[config.mk]
export PLATFORM = sky130hd
export DESIGN_NAME = min_vruntime_task_scheduler
export DESIGN_NICKNAME = d
export VERILOG_FILES = /design/src/rtl/mvts_pkg.sv /design/src/rtl/mvts_ram.sv /design/src/rtl/mvts_minscan.sv /design/src/rtl/min_vruntime_task_scheduler.sv
export SDC_FILE = /design/constraint.sdc
export NUM_CORES = 2
export LEC_CHECK = 0
export BUFFER_PORTS_ARGS = -buffer_cell sky130_fd_sc_hd__buf_2
export CAP_MARGIN = 40
export CELL_PAD_IN_SITES_DETAIL_PLACEMENT = 0
export CELL_PAD_IN_SITES_GLOBAL_PLACEMENT = 1
export CORE_MARGIN = 1.5
export CORE_UTILIZATION = 49
export DETAILED_ROUTE_END_ITERATION = 8
export PLACE_DENSITY_LB_ADDON = 0.1
export SYNTH_ARGS = -nofsm -noshare
export SYNTH_HDL_FRONTEND = slang
export SYNTH_SLANG_ARGS = --single-unit
[constraint.sdc]
create_clock -name clock -period 6.25 [get_ports clock]
set_clock_uncertainty 0.15 [all_clocks]
set_input_delay 0.625 -clock clock [delete_from_list [all_inputs] [get_ports clock]]
set_output_delay 0.625 -clock clock [all_outputs]
set_load 0.02 [all_outputs]
[src/rtl/mvts_pkg.sv]
package mvts_pkg;

   // Task table size
   localparam int MAX_TASKS = 16;
   localparam int SLOT_W    = (MAX_TASKS > 1) ? $clog2(MAX_TASKS) : 1;
   localparam int LIVE_W    = $clog2(MAX_TASKS + 1);
   localparam int CNT_W     = SLOT_W + 1;

   // Field widths
   localparam int ID_W    = 8;
   localparam int VR_W    = 32;
   localparam int LEN_W   = 16;
   localparam int TICK_W  = 32;
   localparam int KIND_W  = 2;
   localparam int COUNT_W = 5;

   localparam logic [VR_W-1:0] VR_MAX = '1;

   typedef enum logic {
      OP_ARRIVE = 1'b0,
      OP_TICK   = 1'b1
   } opcode_type;

   typedef enum logic [KIND_W-1:0] {
      REPLY_TICK   = 2'd0,
      REPLY_ACCEPT = 2'd1,
      REPLY_DROP   = 2'd2
   } reply_kind_type;

   typedef enum logic [2:0] {
      ST_IDLE,
      ST_ARRIVE,
      ST_TICK,
      ST_SCAN,
      ST_SCAN_END,
      ST_RD_RUN,
      ST_UPDATE,
      ST_OUT
   } state_type;

   // One task table entry
   typedef struct packed {
      logic [ID_W-1:0]  ident;
      logic [VR_W-1:0]  vruntime;
      logic [LEN_W-1:0] remaining;
   } slot_entry_type;

   // Control from the sequencer to the minimum search unit
   typedef struct packed {
      logic              clear;
      logic              valid;
      logic [SLOT_W-1:0] idx;
   } scan_ctl_type;

   // Result of the minimum search
   typedef struct packed {
      logic              found;
      logic [SLOT_W-1:0] idx;
      logic [VR_W-1:0]   value;
   } scan_res_type;

endpackage

[src/rtl/mvts_ram.sv]
module mvts_ram #(
   parameter int WIDTH = 8,
   parameter int DEPTH = 16
) (
   input  logic                           clock,
   input  logic                           wr_en,
   input  logic [$clog2(DEPTH)-1:0]       wr_addr,
   input  logic [WIDTH-1:0]               wr_data,
   input  logic [$clog2(DEPTH)-1:0]       rd_addr,
   output logic [WIDTH-1:0]               rd_data
);

   logic [WIDTH-1:0] mem_ff [DEPTH];
   logic [WIDTH-1:0] rd_data_ff;

   // Write port and registered read port
   always_ff @(posedge clock) begin
      if (wr_en) begin
         mem_ff[wr_addr] <= wr_data;
      end
      rd_data_ff <= mem_ff[rd_addr];
   end

   assign rd_data = rd_data_ff;

endmodule

[src/rtl/mvts_minscan.sv]
module mvts_minscan (
   input  logic                               clock,
   input  logic                               reset,
   input  mvts_pkg::scan_ctl_type             ctl,
   input  logic [mvts_pkg::VR_W-1:0]          value,
   output mvts_pkg::scan_res_type             res
);

   logic                              found_ff, found_in;
   logic [mvts_pkg::SLOT_W-1:0]       idx_ff, idx_in;
   logic [mvts_pkg::VR_W-1:0]         value_ff, value_in;
   logic                              less;

   // Shared comparator: strict less keeps the lowest slot on a tie
   assign less = value < value_ff;

   always_comb begin
      found_in = found_ff;
      idx_in   = idx_ff;
      value_in = value_ff;
      if (ctl.clear) begin
         found_in = 1'b0;
      end else if (ctl.valid && (!found_ff || less)) begin
         found_in = 1'b1;
         idx_in   = ctl.idx;
         value_in = value;
      end
   end

   always_ff @(posedge clock) begin
      if (reset) begin
         found_ff <= 1'b0;
      end else begin
         found_ff <= found_in;
      end
      idx_ff   <= idx_in;
      value_ff <= value_in;
   end

   assign res.found = found_ff;
   assign res.idx   = idx_ff;
   assign res.value = value_ff;

endmodule

[src/rtl/min_vruntime_task_scheduler.sv]
// Fair task scheduler with a minimum-virtual-runtime policy.
// Request channel (req_*): opcode 0 enters a task (task_id, task_length) into
// the lowest free slot of a 16-entry table; opcode 1 advances time by one tick.
// Response channel (rsp_*): exactly one response per request, in order.
// An arrival answers "accepted" or "dropped, table full" by way of the
// ARRIVE and OUT states. A tick with a task already running makes one pass
// of the minimum search over the table RAM; a tick that must first pick a
// task makes two passes. An idle tick (empty table) goes from the TICK
// state straight to the OUT state. The search is one comparator walking
// the table at one slot per cycle, fed by the RAM's registered read port;
// the block works on one request at a time and req_ready is high only
// while it waits for a new request.
// Results sit in an output register: a stalled receiver does not stop the
// block from taking the next request, but the following result waits until
// the held one is taken. Reset (synchronous) empties the table, clears the
// running task, the minimum runtime and the tick counter; table contents
// need no clearing since a slot's data is used only once it is marked valid.
module min_vruntime_task_scheduler (
   input  logic                              clock,
   input  logic                              reset,
   input  logic                              req_valid,
   output logic                              req_ready,
   input  logic                              req_opcode,
   input  logic [mvts_pkg::ID_W-1:0]         req_task_id,
   input  logic [mvts_pkg::LEN_W-1:0]        req_task_length,
   output logic                              rsp_valid,
   input  logic                              rsp_ready,
   output logic [mvts_pkg::KIND_W-1:0]       rsp_reply_kind,
   output logic [mvts_pkg::TICK_W-1:0]       rsp_tick_number,
   output logic [mvts_pkg::COUNT_W-1:0]      rsp_runnable_count,
   output logic [mvts_pkg::ID_W-1:0]         rsp_ran_id,
   output logic                              rsp_idle_tick,
   output logic                              rsp_task_done
);

   mvts_pkg::state_type state_ff, state_in;

   // Control state
   logic [mvts_pkg::MAX_TASKS-1:0]  slot_valid_ff, slot_valid_in;
   logic [mvts_pkg::SLOT_W-1:0]     running_slot_ff, running_slot_in;
   logic                            running_valid_ff, running_valid_in;
   logic [mvts_pkg::VR_W-1:0]       floor_ff, floor_in;
   logic [mvts_pkg::TICK_W-1:0]     tick_ff, tick_in;
   logic [mvts_pkg::LIVE_W-1:0]     live_ff, live_in;
   logic [mvts_pkg::CNT_W-1:0]      cnt_ff, cnt_in;
   logic                            scan_vld_ff, scan_vld_in;
   logic                            rsp_valid_ff, rsp_valid_in;

   // Payload registers
   logic [mvts_pkg::ID_W-1:0]       id_ff, id_in;
   logic [mvts_pkg::LEN_W-1:0]      len_ff, len_in;
   logic [mvts_pkg::SLOT_W-1:0]     scan_idx_ff, scan_idx_in;
   logic [mvts_pkg::KIND_W-1:0]     pend_kind_ff, pend_kind_in;
   logic [mvts_pkg::TICK_W-1:0]     pend_tick_ff, pend_tick_in;
   logic [mvts_pkg::COUNT_W-1:0]    pend_count_ff, pend_count_in;
   logic [mvts_pkg::ID_W-1:0]       pend_id_ff, pend_id_in;
   logic                            pend_idle_ff, pend_idle_in;
   logic                            pend_done_ff, pend_done_in;
   logic [mvts_pkg::KIND_W-1:0]     rsp_kind_ff, rsp_kind_in;
   logic [mvts_pkg::TICK_W-1:0]     rsp_tick_ff, rsp_tick_in;
   logic [mvts_pkg::COUNT_W-1:0]    rsp_count_ff, rsp_count_in;
   logic [mvts_pkg::ID_W-1:0]       rsp_id_ff, rsp_id_in;
   logic                            rsp_idle_ff, rsp_idle_in;
   logic                            rsp_done_ff, rsp_done_in;

   // Table RAM and search unit
   logic                            ram_we;
   logic [mvts_pkg::SLOT_W-1:0]     ram_waddr;
   mvts_pkg::slot_entry_type        ram_wdata;
   logic [mvts_pkg::SLOT_W-1:0]     ram_raddr;
   mvts_pkg::slot_entry_type        ram_rdata;
   mvts_pkg::scan_ctl_type          scan_ctl;
   mvts_pkg::scan_res_type          scan_res;

   // Free slot search and update helpers
   logic                            free_found;
   logic [mvts_pkg::SLOT_W-1:0]     free_idx;
   logic [mvts_pkg::SLOT_W-1:0]     cnt_slot;
   logic                            cnt_waiting;
   logic [mvts_pkg::VR_W-1:0]       vr_next;
   logic [mvts_pkg::LEN_W-1:0]      rem_next;
   logic                            req_fire;

   mvts_ram #(
      .WIDTH ($bits(mvts_pkg::slot_entry_type)),
      .DEPTH (mvts_pkg::MAX_TASKS)
   ) u_table (
      .clock   (clock),
      .wr_en   (ram_we),
      .wr_addr (ram_waddr),
      .wr_data (ram_wdata),
      .rd_addr (ram_raddr),
      .rd_data (ram_rdata)
   );

   mvts_minscan u_minscan (
      .clock (clock),
      .reset (reset),
      .ctl   (scan_ctl),
      .value (ram_rdata.vruntime),
      .res   (scan_res)
   );

   assign req_ready = (state_ff == mvts_pkg::ST_IDLE);
   assign req_fire  = req_valid && req_ready;

   // Lowest free slot
   always_comb begin
      free_found = 1'b0;
      free_idx   = '0;
      for (int i = mvts_pkg::MAX_TASKS - 1; i >= 0; i--) begin
         if (!slot_valid_ff[i]) begin
            free_found = 1'b1;
            free_idx   = mvts_pkg::SLOT_W'(i);
         end
      end
   end

   // Slot being issued to the RAM during a search pass
   assign cnt_slot    = cnt_ff[mvts_pkg::SLOT_W-1:0];
   assign cnt_waiting = slot_valid_ff[cnt_slot]
                        && !(running_valid_ff && (running_slot_ff == cnt_slot));

   // Running task update
   assign vr_next  = (ram_rdata.vruntime == mvts_pkg::VR_MAX) ?
                     ram_rdata.vruntime : ram_rdata.vruntime + 1'b1;
   assign rem_next = (ram_rdata.remaining != '0) ?
                     ram_rdata.remaining - 1'b1 : ram_rdata.remaining;

   // Sequencer
   always_comb begin
      state_in         = state_ff;
      slot_valid_in    = slot_valid_ff;
      running_slot_in  = running_slot_ff;
      running_valid_in = running_valid_ff;
      floor_in         = floor_ff;
      tick_in          = tick_ff;
      live_in          = live_ff;
      cnt_in           = cnt_ff;
      scan_vld_in      = 1'b0;
      scan_idx_in      = cnt_slot;
      id_in            = id_ff;
      len_in           = len_ff;
      pend_kind_in     = pend_kind_ff;
      pend_tick_in     = pend_tick_ff;
      pend_count_in    = pend_count_ff;
      pend_id_in       = pend_id_ff;
      pend_idle_in     = pend_idle_ff;
      pend_done_in     = pend_done_ff;
      rsp_valid_in     = rsp_valid_ff && !rsp_ready;
      rsp_kind_in      = rsp_kind_ff;
      rsp_tick_in      = rsp_tick_ff;
      rsp_count_in     = rsp_count_ff;
      rsp_id_in        = rsp_id_ff;
      rsp_idle_in      = rsp_idle_ff;
      rsp_done_in      = rsp_done_ff;
      ram_we           = 1'b0;
      ram_waddr        = free_idx;
      ram_wdata        = ram_rdata;
      ram_raddr        = cnt_slot;
      scan_ctl.clear   = 1'b0;
      scan_ctl.valid   = scan_vld_ff;
      scan_ctl.idx     = scan_idx_ff;

      case (state_ff)
         mvts_pkg::ST_IDLE: begin
            if (req_fire) begin
               id_in  = req_task_id;
               len_in = req_task_length;
               if (mvts_pkg::opcode_type'(req_opcode) == mvts_pkg::OP_TICK) begin
                  state_in = mvts_pkg::ST_TICK;
               end else begin
                  state_in = mvts_pkg::ST_ARRIVE;
               end
            end
         end

         // Arrival: store in lowest free slot or drop
         mvts_pkg::ST_ARRIVE: begin
            pend_tick_in = tick_ff;
            pend_id_in   = '0;
            pend_idle_in = 1'b0;
            pend_done_in = 1'b0;
            if (free_found) begin
               ram_we                   = 1'b1;
               ram_wdata.ident          = id_ff;
               ram_wdata.vruntime       = floor_ff;
               ram_wdata.remaining      = (len_ff == '0) ?
                                          mvts_pkg::LEN_W'(1) : len_ff;
               slot_valid_in[free_idx]  = 1'b1;
               live_in                  = live_ff + 1'b1;
               pend_kind_in             = mvts_pkg::REPLY_ACCEPT;
               pend_count_in            = mvts_pkg::COUNT_W'(live_ff + 1'b1);
            end else begin
               pend_kind_in  = mvts_pkg::REPLY_DROP;
               pend_count_in = mvts_pkg::COUNT_W'(live_ff);
            end
            state_in = mvts_pkg::ST_OUT;
         end

         // Tick: idle report or start a search pass
         mvts_pkg::ST_TICK: begin
            pend_kind_in = mvts_pkg::REPLY_TICK;
            pend_tick_in = tick_ff;
            pend_id_in   = '0;
            pend_done_in = 1'b0;
            if (live_ff == '0) begin
               pend_count_in = '0;
               pend_idle_in  = 1'b1;
               tick_in       = tick_ff + 1'b1;
               state_in      = mvts_pkg::ST_OUT;
            end else begin
               pend_count_in  = mvts_pkg::COUNT_W'(live_ff);
               pend_idle_in   = 1'b0;
               scan_ctl.clear = 1'b1;
               cnt_in         = '0;
               state_in       = mvts_pkg::ST_SCAN;
            end
         end

         // Walk the table one slot a cycle; the search sees each slot's data in the cycle after
         mvts_pkg::ST_SCAN: begin
            if (cnt_ff < mvts_pkg::CNT_W'(mvts_pkg::MAX_TASKS)) begin
               scan_vld_in = cnt_waiting;
               cnt_in      = cnt_ff + 1'b1;
            end else begin
               state_in = mvts_pkg::ST_SCAN_END;
            end
         end

         // With no task running the pass picks one; with one running it gives the minimum
         mvts_pkg::ST_SCAN_END: begin
            if (!running_valid_ff) begin
               running_slot_in  = scan_res.idx;
               running_valid_in = 1'b1;
               scan_ctl.clear   = 1'b1;
               cnt_in           = '0;
               state_in         = mvts_pkg::ST_SCAN;
            end else begin
               if (scan_res.found) begin
                  floor_in = scan_res.value;
               end
               state_in = mvts_pkg::ST_RD_RUN;
            end
         end

         mvts_pkg::ST_RD_RUN: begin
            ram_raddr = running_slot_ff;
            state_in  = mvts_pkg::ST_UPDATE;
         end

         // Charge one tick to the running task
         mvts_pkg::ST_UPDATE: begin
            ram_we              = 1'b1;
            ram_waddr           = running_slot_ff;
            ram_wdata.ident     = ram_rdata.ident;
            ram_wdata.vruntime  = vr_next;
            ram_wdata.remaining = rem_next;
            pend_id_in          = ram_rdata.ident;
            pend_done_in        = (rem_next == '0);
            if (rem_next == '0) begin
               slot_valid_in[running_slot_ff] = 1'b0;
               running_valid_in               = 1'b0;
               live_in                        = live_ff - 1'b1;
            end else if (vr_next > floor_ff) begin
               running_valid_in = 1'b0;
            end
            tick_in  = tick_ff + 1'b1;
            state_in = mvts_pkg::ST_OUT;
         end

         // Hand the result to the output register once it is free
         mvts_pkg::ST_OUT: begin
            if (!rsp_valid_ff || rsp_ready) begin
               rsp_valid_in = 1'b1;
               rsp_kind_in  = pend_kind_ff;
               rsp_tick_in  = pend_tick_ff;
               rsp_count_in = pend_count_ff;
               rsp_id_in    = pend_id_ff;
               rsp_idle_in  = pend_idle_ff;
               rsp_done_in  = pend_done_ff;
               state_in     = mvts_pkg::ST_IDLE;
            end
         end

         default: begin
            state_in = mvts_pkg::ST_IDLE;
         end
      endcase
   end

   always_ff @(posedge clock) begin
      if (reset) begin
         state_ff <= mvts_pkg::ST_IDLE;
      end else begin
         state_ff <= state_in;
      end
   end

   always_ff @(posedge clock) begin
      if (reset) begin
         slot_valid_ff    <= '0;
         running_slot_ff  <= '0;
         running_valid_ff <= 1'b0;
         floor_ff         <= '0;
         tick_ff          <= '0;
         live_ff          <= '0;
         cnt_ff           <= '0;
         scan_vld_ff      <= 1'b0;
         rsp_valid_ff     <= 1'b0;
      end else begin
         slot_valid_ff    <= slot_valid_in;
         running_slot_ff  <= running_slot_in;
         running_valid_ff <= running_valid_in;
         floor_ff         <= floor_in;
         tick_ff          <= tick_in;
         live_ff          <= live_in;
         cnt_ff           <= cnt_in;
         scan_vld_ff      <= scan_vld_in;
         rsp_valid_ff     <= rsp_valid_in;
      end
      id_ff         <= id_in;
      len_ff        <= len_in;
      scan_idx_ff   <= scan_idx_in;
      pend_kind_ff  <= pend_kind_in;
      pend_tick_ff  <= pend_tick_in;
      pend_count_ff <= pend_count_in;
      pend_id_ff    <= pend_id_in;
      pend_idle_ff  <= pend_idle_in;
      pend_done_ff  <= pend_done_in;
      rsp_kind_ff   <= rsp_kind_in;
      rsp_tick_ff   <= rsp_tick_in;
      rsp_count_ff  <= rsp_count_in;
      rsp_id_ff     <= rsp_id_in;
      rsp_idle_ff   <= rsp_idle_in;
      rsp_done_ff   <= rsp_done_in;
   end

   assign rsp_valid          = rsp_valid_ff;
   assign rsp_reply_kind     = rsp_kind_ff;
   assign rsp_tick_number    = rsp_tick_ff;
   assign rsp_runnable_count = rsp_count_ff;
   assign rsp_ran_id         = rsp_id_ff;
   assign rsp_idle_tick      = rsp_idle_ff;
   assign rsp_task_done      = rsp_done_ff;

   // Live count tracks the valid slots
   a_live_matches_valid: assert property (
      @(posedge clock) disable iff (reset)
      $countones(slot_valid_ff) == live_ff
   ) else $error("live count disagrees with valid slots");

   // The running task always occupies a valid slot
   a_running_is_valid: assert property (
      @(posedge clock) disable iff (reset)
      running_valid_ff |-> slot_valid_ff[running_slot_ff]
   ) else $error("running task points at an empty slot");

   // A search pass that picks a task must find one
   a_pick_found: assert property (
      @(posedge clock) disable iff (reset)
      (state_ff == mvts_pkg::ST_SCAN_END && !running_valid_ff) |-> scan_res.found
   ) else $error("no waiting task found while tasks are live");

   // A taken request leaves the idle state on the next cycle
   a_req_starts_work: assert property (
      @(posedge clock) disable iff (reset)
      req_fire |=> (state_ff == mvts_pkg::ST_ARRIVE || state_ff == mvts_pkg::ST_TICK)
   ) else $error("request taken but no work started");

endmodule
== Yosys cells after proc, flatten, opt, wreduce, memory -nomap -nowiden ==
Memory sizes are Yosys's and may differ from the RTL's. A register that Yosys moved wholly into a read port is not among the register bits.
Index checks and enable logic that the tools add are counted.
Cells by class
  add/subtract/negate cells: 6
  $mul: 0
  div/mod/pow operators: 0
  magnitude comparators: 8
  equal/unequal tests: 19
  shift operators: 0
  muxes and demuxes: 84
  bitwise logic cells: 7
  reduce and logical (&&, ||, !) cells: 39
Operators with widths (number)
  $pmux W56 S2: 1
  $mux W4: 18
  $add A32 B1 Y32 const B: 2
  $mux W16: 4
  $mux W32: 2
  $pmux W32 S2: 1
  $mux W56: 1
  $eq A32 B32 Y1 const B: 1
  $gt A32 B32 Y1: 1
  $logic_not A16 Y1: 2
  $lt A32 B32 Y1: 1
  $pmux W16 S2: 1
  $mux W5: 6
  $mux W1: 29
  $pmux W3 S7: 1
  $pmux W5 S2: 2
  $and A16 B16 Y16: 1
  $ne A2 B2 Y1 const B: 8
  $not A16 Y16: 1
  $or A16 B16 Y16: 1
  $pmux W8 S2: 1
  $reduce_bool A16 Y1: 1
  $sub A16 B1 Y16 const B: 1
  $lt A4 B5 Y1 const B: 3
  30 further kinds: 73
Word-level totals
  register bits: 263
  latch bits: 0
  bits in writable memories: 896
  memory bits (read-only): 0
  input port bits: 29
  output and inout port bits: 51
  memories kept: 1
Memory list
  u_table.mem_ff: words 16, width 56, read ports 1, clocked after memory_dff 1, wr ports 1, RTL line mvts_ram.sv:13  | logic [WIDTH-1:0] mem_ff [DEPTH];

== Depth between registers and ports, before layout ==
  word-level depth: 23
  depth in mapped cells: 18
  depth with buffers taken out: 15

== Hierarchy ==
From an unflattened synthesis, not the netlist that was laid out.
Second synthesis, totals
  cell total of the unflattened synthesis: 2830
  area, all modules: 48331.4 µm²
Modules (own cells, without submodules)
  mvts_ram: instances 1, cells an instance 1445, area an instance 34678.3 µm²
  min_vruntime_task_scheduler: instances 1, cells an instance 1238, area an instance 11721.2 µm²
  mvts_minscan: instances 1, cells an instance 147, area an instance 1931.9 µm²

== Least setup slack after synthesis ==
OpenSTA, ideal clock, no wires.
  path kind: register to register
  start: register state_ff[2]
  end: memory u_table.mem_ff[14][0] (netlist bit), enable pin
  library setup time: 539 ps
  arrival time: 5424 ps
  setup slack: 137 ps
  stages on the path, launching flop included: 8
  path buffers: 4
  cells stage by stage: dfxtp_1 -> buf_2 -> clkbuf_1 -> nand2_1 -> clkbuf_1 -> clkbuf_1 -> a21boi_1 -> nor3_1
On the way
  cells in the longest elaborated chain, start to end: 4
  elaborated cells between the ends (all ways): 6
  classes of those cells: eq/ne (2); mux (4)
RTL lines
  start, declared: RTL line min_vruntime_task_scheduler.sv:36  | mvts_pkg::state_type state_ff, state_in;
  start signal, assigned: RTL line min_vruntime_task_scheduler.sv:294  | state_ff <= mvts_pkg::ST_IDLE;
  start signal, assigned: RTL line min_vruntime_task_scheduler.sv:296  | state_ff <= state_in;
  $eq A3 B3 Y1 / $eq A3 B1 Y1 (equally long branches): RTL line min_vruntime_task_scheduler.sv:165  | case (state_ff)
  $pmux W1 S2: RTL line min_vruntime_task_scheduler.sv:165
  $mux W1: RTL line mvts_ram.sv:18  | if (wr_en) begin
  $mux W1 (implied by the code): RTL line mvts_ram.sv:19  | mem_ff[wr_addr] <= wr_data;
  end, declared: RTL line mvts_ram.sv:13
Parallel ways exist; a longest one is shown, timed or not.

== Worst setup path in the final report ==
  start: register u_table.rd_data_ff[22] (netlist: u_table.rd_data[22]) (read register of u_table.mem_ff)
  end: register running_valid_ff
On the way
  cells in the longest elaborated chain, start to end: 5
  elaborated cells between the ends (all ways): 6
  classes of those cells: add/sub (1); order compare (1); eq/ne (2); mux (1); reduce/logical (1)
RTL lines
  start, declared: RTL line mvts_ram.sv:14  | logic [WIDTH-1:0] rd_data_ff;
  $add A32 B1 Y32 / $eq A32 B32 Y1 (equally long branches): RTL line min_vruntime_task_scheduler.sv:126, min_vruntime_task_scheduler.sv:125
  $mux W32 *: RTL line min_vruntime_task_scheduler.sv:125  | assign vr_next = (ram_rdata.vruntime == mvts_pkg::VR_MAX) ?
  $gt A32 B32 Y1 *: RTL line min_vruntime_task_scheduler.sv:265  | end else if (vr_next > floor_ff) begin
  $ne A3 B3 Y1 (no line) *
  $reduce_and A2 Y1 (no line) *
  end signal, assigned: RTL line min_vruntime_task_scheduler.sv:314  | running_valid_ff <= running_valid_in;
  end, declared: RTL line min_vruntime_task_scheduler.sv:41  | logic running_valid_ff, running_valid_in;
Every way passes the cells marked *; elsewhere a longest branch is shown, timed or not.
A chain may end at the register's enable or synchronous reset.

==> impl_results.md <==
- Status: finished clean
- Final slew viol count: 0
- Top_reg_cell synth: edfxtp_1
- Worst-Margin Slew: slightly above 0.9 ns
- Vias: 27095
- Worst setup path endpoint: running_valid_ff
- Worst-path clk slew: 0.06 ns
- Grt ovf: 0
- Clk buf depth: 3
- Crit path kind: reg2reg
- WHS: 0.1023 ns
- Worst R2R Start: u_table.rd_data[22]
- Yosys warning count: 0
- Chip Height: ~320 µm
- Most common cell in the netlist: edfxtp_1
- Cells after synthesis: between 2000 and 3000
- DR WL/cell: around 26 µm
- First-pass GRT wire length: 176700 µm
- Crit path cell chain: nand3_2 -> nor4_4 -> and4_4 -> nand2_1 -> nand2b_1 -> nor2_1 -> xor2_1 -> ha_1 -> a2111oi_0 -> a21oi_1 -> a211oi_1 -> o311ai_0 -> nand4bb_1 -> a221oi_2
- Relative slew margins: 38.93%
- Yosys reg bits: 1215
- Nature of the critical path endpoint: flop
- IO Pins: 80
- Root Buffer: clkbuf_16
- RSZ-0062 raised after global routing: false
- Area contributors post-synth: edfxtp_1 (65%), mux4_2 (11%), dfxtp_1 (6.6%), nand2_1 (2.4%), ha_1 (1.8%)
- Clk Latency, worst-skew pair: 0.72 ns
- Routed Antenna Nets: 0
- Cell Area, Placed: 0.05150 mm²
- Max-cap violations: 0
- Area of the mapped netlist: 0.04896 mm²
- Post-CTS Setup Inserts: 0
- 1st-pass router iterations: 5
- Core Rows: 115
- Max Freq: 0.2325 GHz
- Post-synthesis sequential area ratio: 71.23%
- Ys async rst share: 0%
- PnR worst setup slack: 1.949 ns
- Fin area: 0.05597 mm²
- # port buffers: 79
- Initial Utilization: about half
- Largest net degree at the start of global routing: 85
- EDFF count, synth: between 1000 and 1500
- FF-to-FF End: running_valid_ff
- CP startpoint: u_table.rd_data[22]
- Finished Layout Cells: roughly 4500
- Post-CTS Resized: 0
- Hold Crit Class: in2reg
- Clock sinks: 1215
- Max stage delay cell, worst path: dfxtp_1
- Slowest stage delay, CP: around 0.52 ns
- # DRC: 0
- CP required: 6.72 ns
- Total GRT Usage: 23.43%
- Power, Total: 24.35 mW
- Nets@finish: 3231
- R2R cell count: 14
- Setup TNS: 0 ns
- Die Area: 0.1018 mm²
- P per Cell Area: 435.1 mW/mm²
- Top post-synthesis cells by count: edfxtp_1 (1054), nand2_1 (312), mux4_2 (229)
- Final wirelength: ~120000 µm
- FF-to-FF setup slack: around 1.9 ns
- Vias per cell: ~6.0
- Antenna violations before repair: 4
- Tcrit/Tclk final: 68.82%
- DP Worst Slack: 2.023 ns
- Layout area overhead: 14.31%
- TritonCTS Buffers: 121
- Number of placed instances, taps included: roughly 4300
- Post-DP HPWL: 65390 µm
- Die W: 319.1 µm
- Worst vdd ir: 0.3068 mV
- Hold-fix buffers at CTS: 24
- Fin util: 56.70%
- GP Congestion: between 0.8 and 0.9
- Share of the synthesized area in the top cell type: between 60% and 70%
- CP Launch Type: flop
- Layout cells sized above 1: 20.68%
- Endpoints failing hold: 0
- Distinct cells, synth: 89
- Final setup violation count: 0
- Pleak: 18.80 nW
- Final min period: 4.301 ns
- Crit path arrival time: 4.78 ns
- CP max FO: 11
- Synth Area per Inst: around 17 µm²
- Post-synth net total: 3054
- Core outline area: just under 0.1 mm²
- H-tree levels: 3
- WHS Path Cells: 3
- Synth area leader: edfxtp_1
- Vias in the first global route: 27639
- CTS tree: done
- Drt initial violations: 2508
[flip-flops by register name, summed over array words and instances, names as in the netlist, 4 cells and up]
register,flops
live_ff,5
u_minscan.idx_ff,4
tick_ff,32
scan_idx_ff,4
pend_tick_ff,32
floor_ff,32
pend_id_ff,8
cnt_ff,5
rsp_runnable_count,5
slot_valid_ff,16
u_table.mem_ff,896
id_ff,8
running_slot_ff,4
u_table.rd_data,56
len_ff,16
rsp_ran_id,8
pend_count_ff,5
u_minscan.value_ff,32
rsp_tick_number,32
[per-layer routing]
metal,vias up,track usage [%],share of wire (%)
li1,11960,-,-
met1,14110,31.70,43
met2,810,38.62,49
met3,211,4.579,6.0
met4,4,7.026,2.8
met5,-,0,0.020
[area by class of cell]
class	count	area [µm²]
Clock buffer	152	3278
Timing Repair Buffer	208	1779
Tap cell	1287	1610
Clock inverter	74	895.9
Multi-Input combinational cell	1499	13200
Antenna cell	1	2.502
Sequential cell	1215	34870
Fill cell	7575	42740
Inverter	87	326.6
[cell families (layout without fill, tap and decap cells)]
kind of cell / count (synthesis) / in the layout / share of synthesized area (%)
simple gates: 705 / 705 / 7.066
mux: 248 / 248 / 10.94
buf+inv: 241 / 521 / 2.165
compound gates: 408 / 408 / 5.594
other cells: 0 / 1 / 0
flops: 1215 / 1215 / 71.23
xor+xnor: 68 / 68 / 1.216
fa+ha+maj: 70 / 70 / 1.789
[worst max-delay path: cells and delay by family, from the launching register on]
kind | cells | cell delay (ns)
simple gates | 7 | 1.83
fa+ha+maj | 1 | 0.20
flops | 1 | 0.52
xor+xnor | 1 | 0.14
compound gates | 5 | 1.37
[how the worst min path moves through the flow]
stage,startpoint,endpoint,slack (ns)
after global placement,scan_idx_ff[1],u_minscan.idx_ff[1],0.24
final,req_valid,state_ff[0],0.10
after global routing,req_valid,state_ff[0],0.07
after floorplan,cnt_ff[2],scan_idx_ff[2],0.18
after detailed placement,scan_idx_ff[2],u_minscan.idx_ff[2],0.24
after CTS,req_valid,state_ff[0],0.05
[placed cells by master (no fill, tap or decap), drive strengths merged, types with 46 or more instances in the layout]
master / n
o21ai: 57
buf: 184
a21oi: 99
clkbuf: 152
clkinv: 46
ha: 70
a211oi: 61
nand2: 312
dfxtp: 161
mux4: 229
a31oi: 67
edfxtp: 1054
and2: 72
nor2: 98
inv: 88
[report_power, final]
| part | switching, mW | internal, mW |
|---|---|---|
| registers | 0.597 | 11.0 |
| clock network | 3.08 | 4.45 |
| logic | 3.33 | 1.84 |
(Power assumes the default switching activity.)
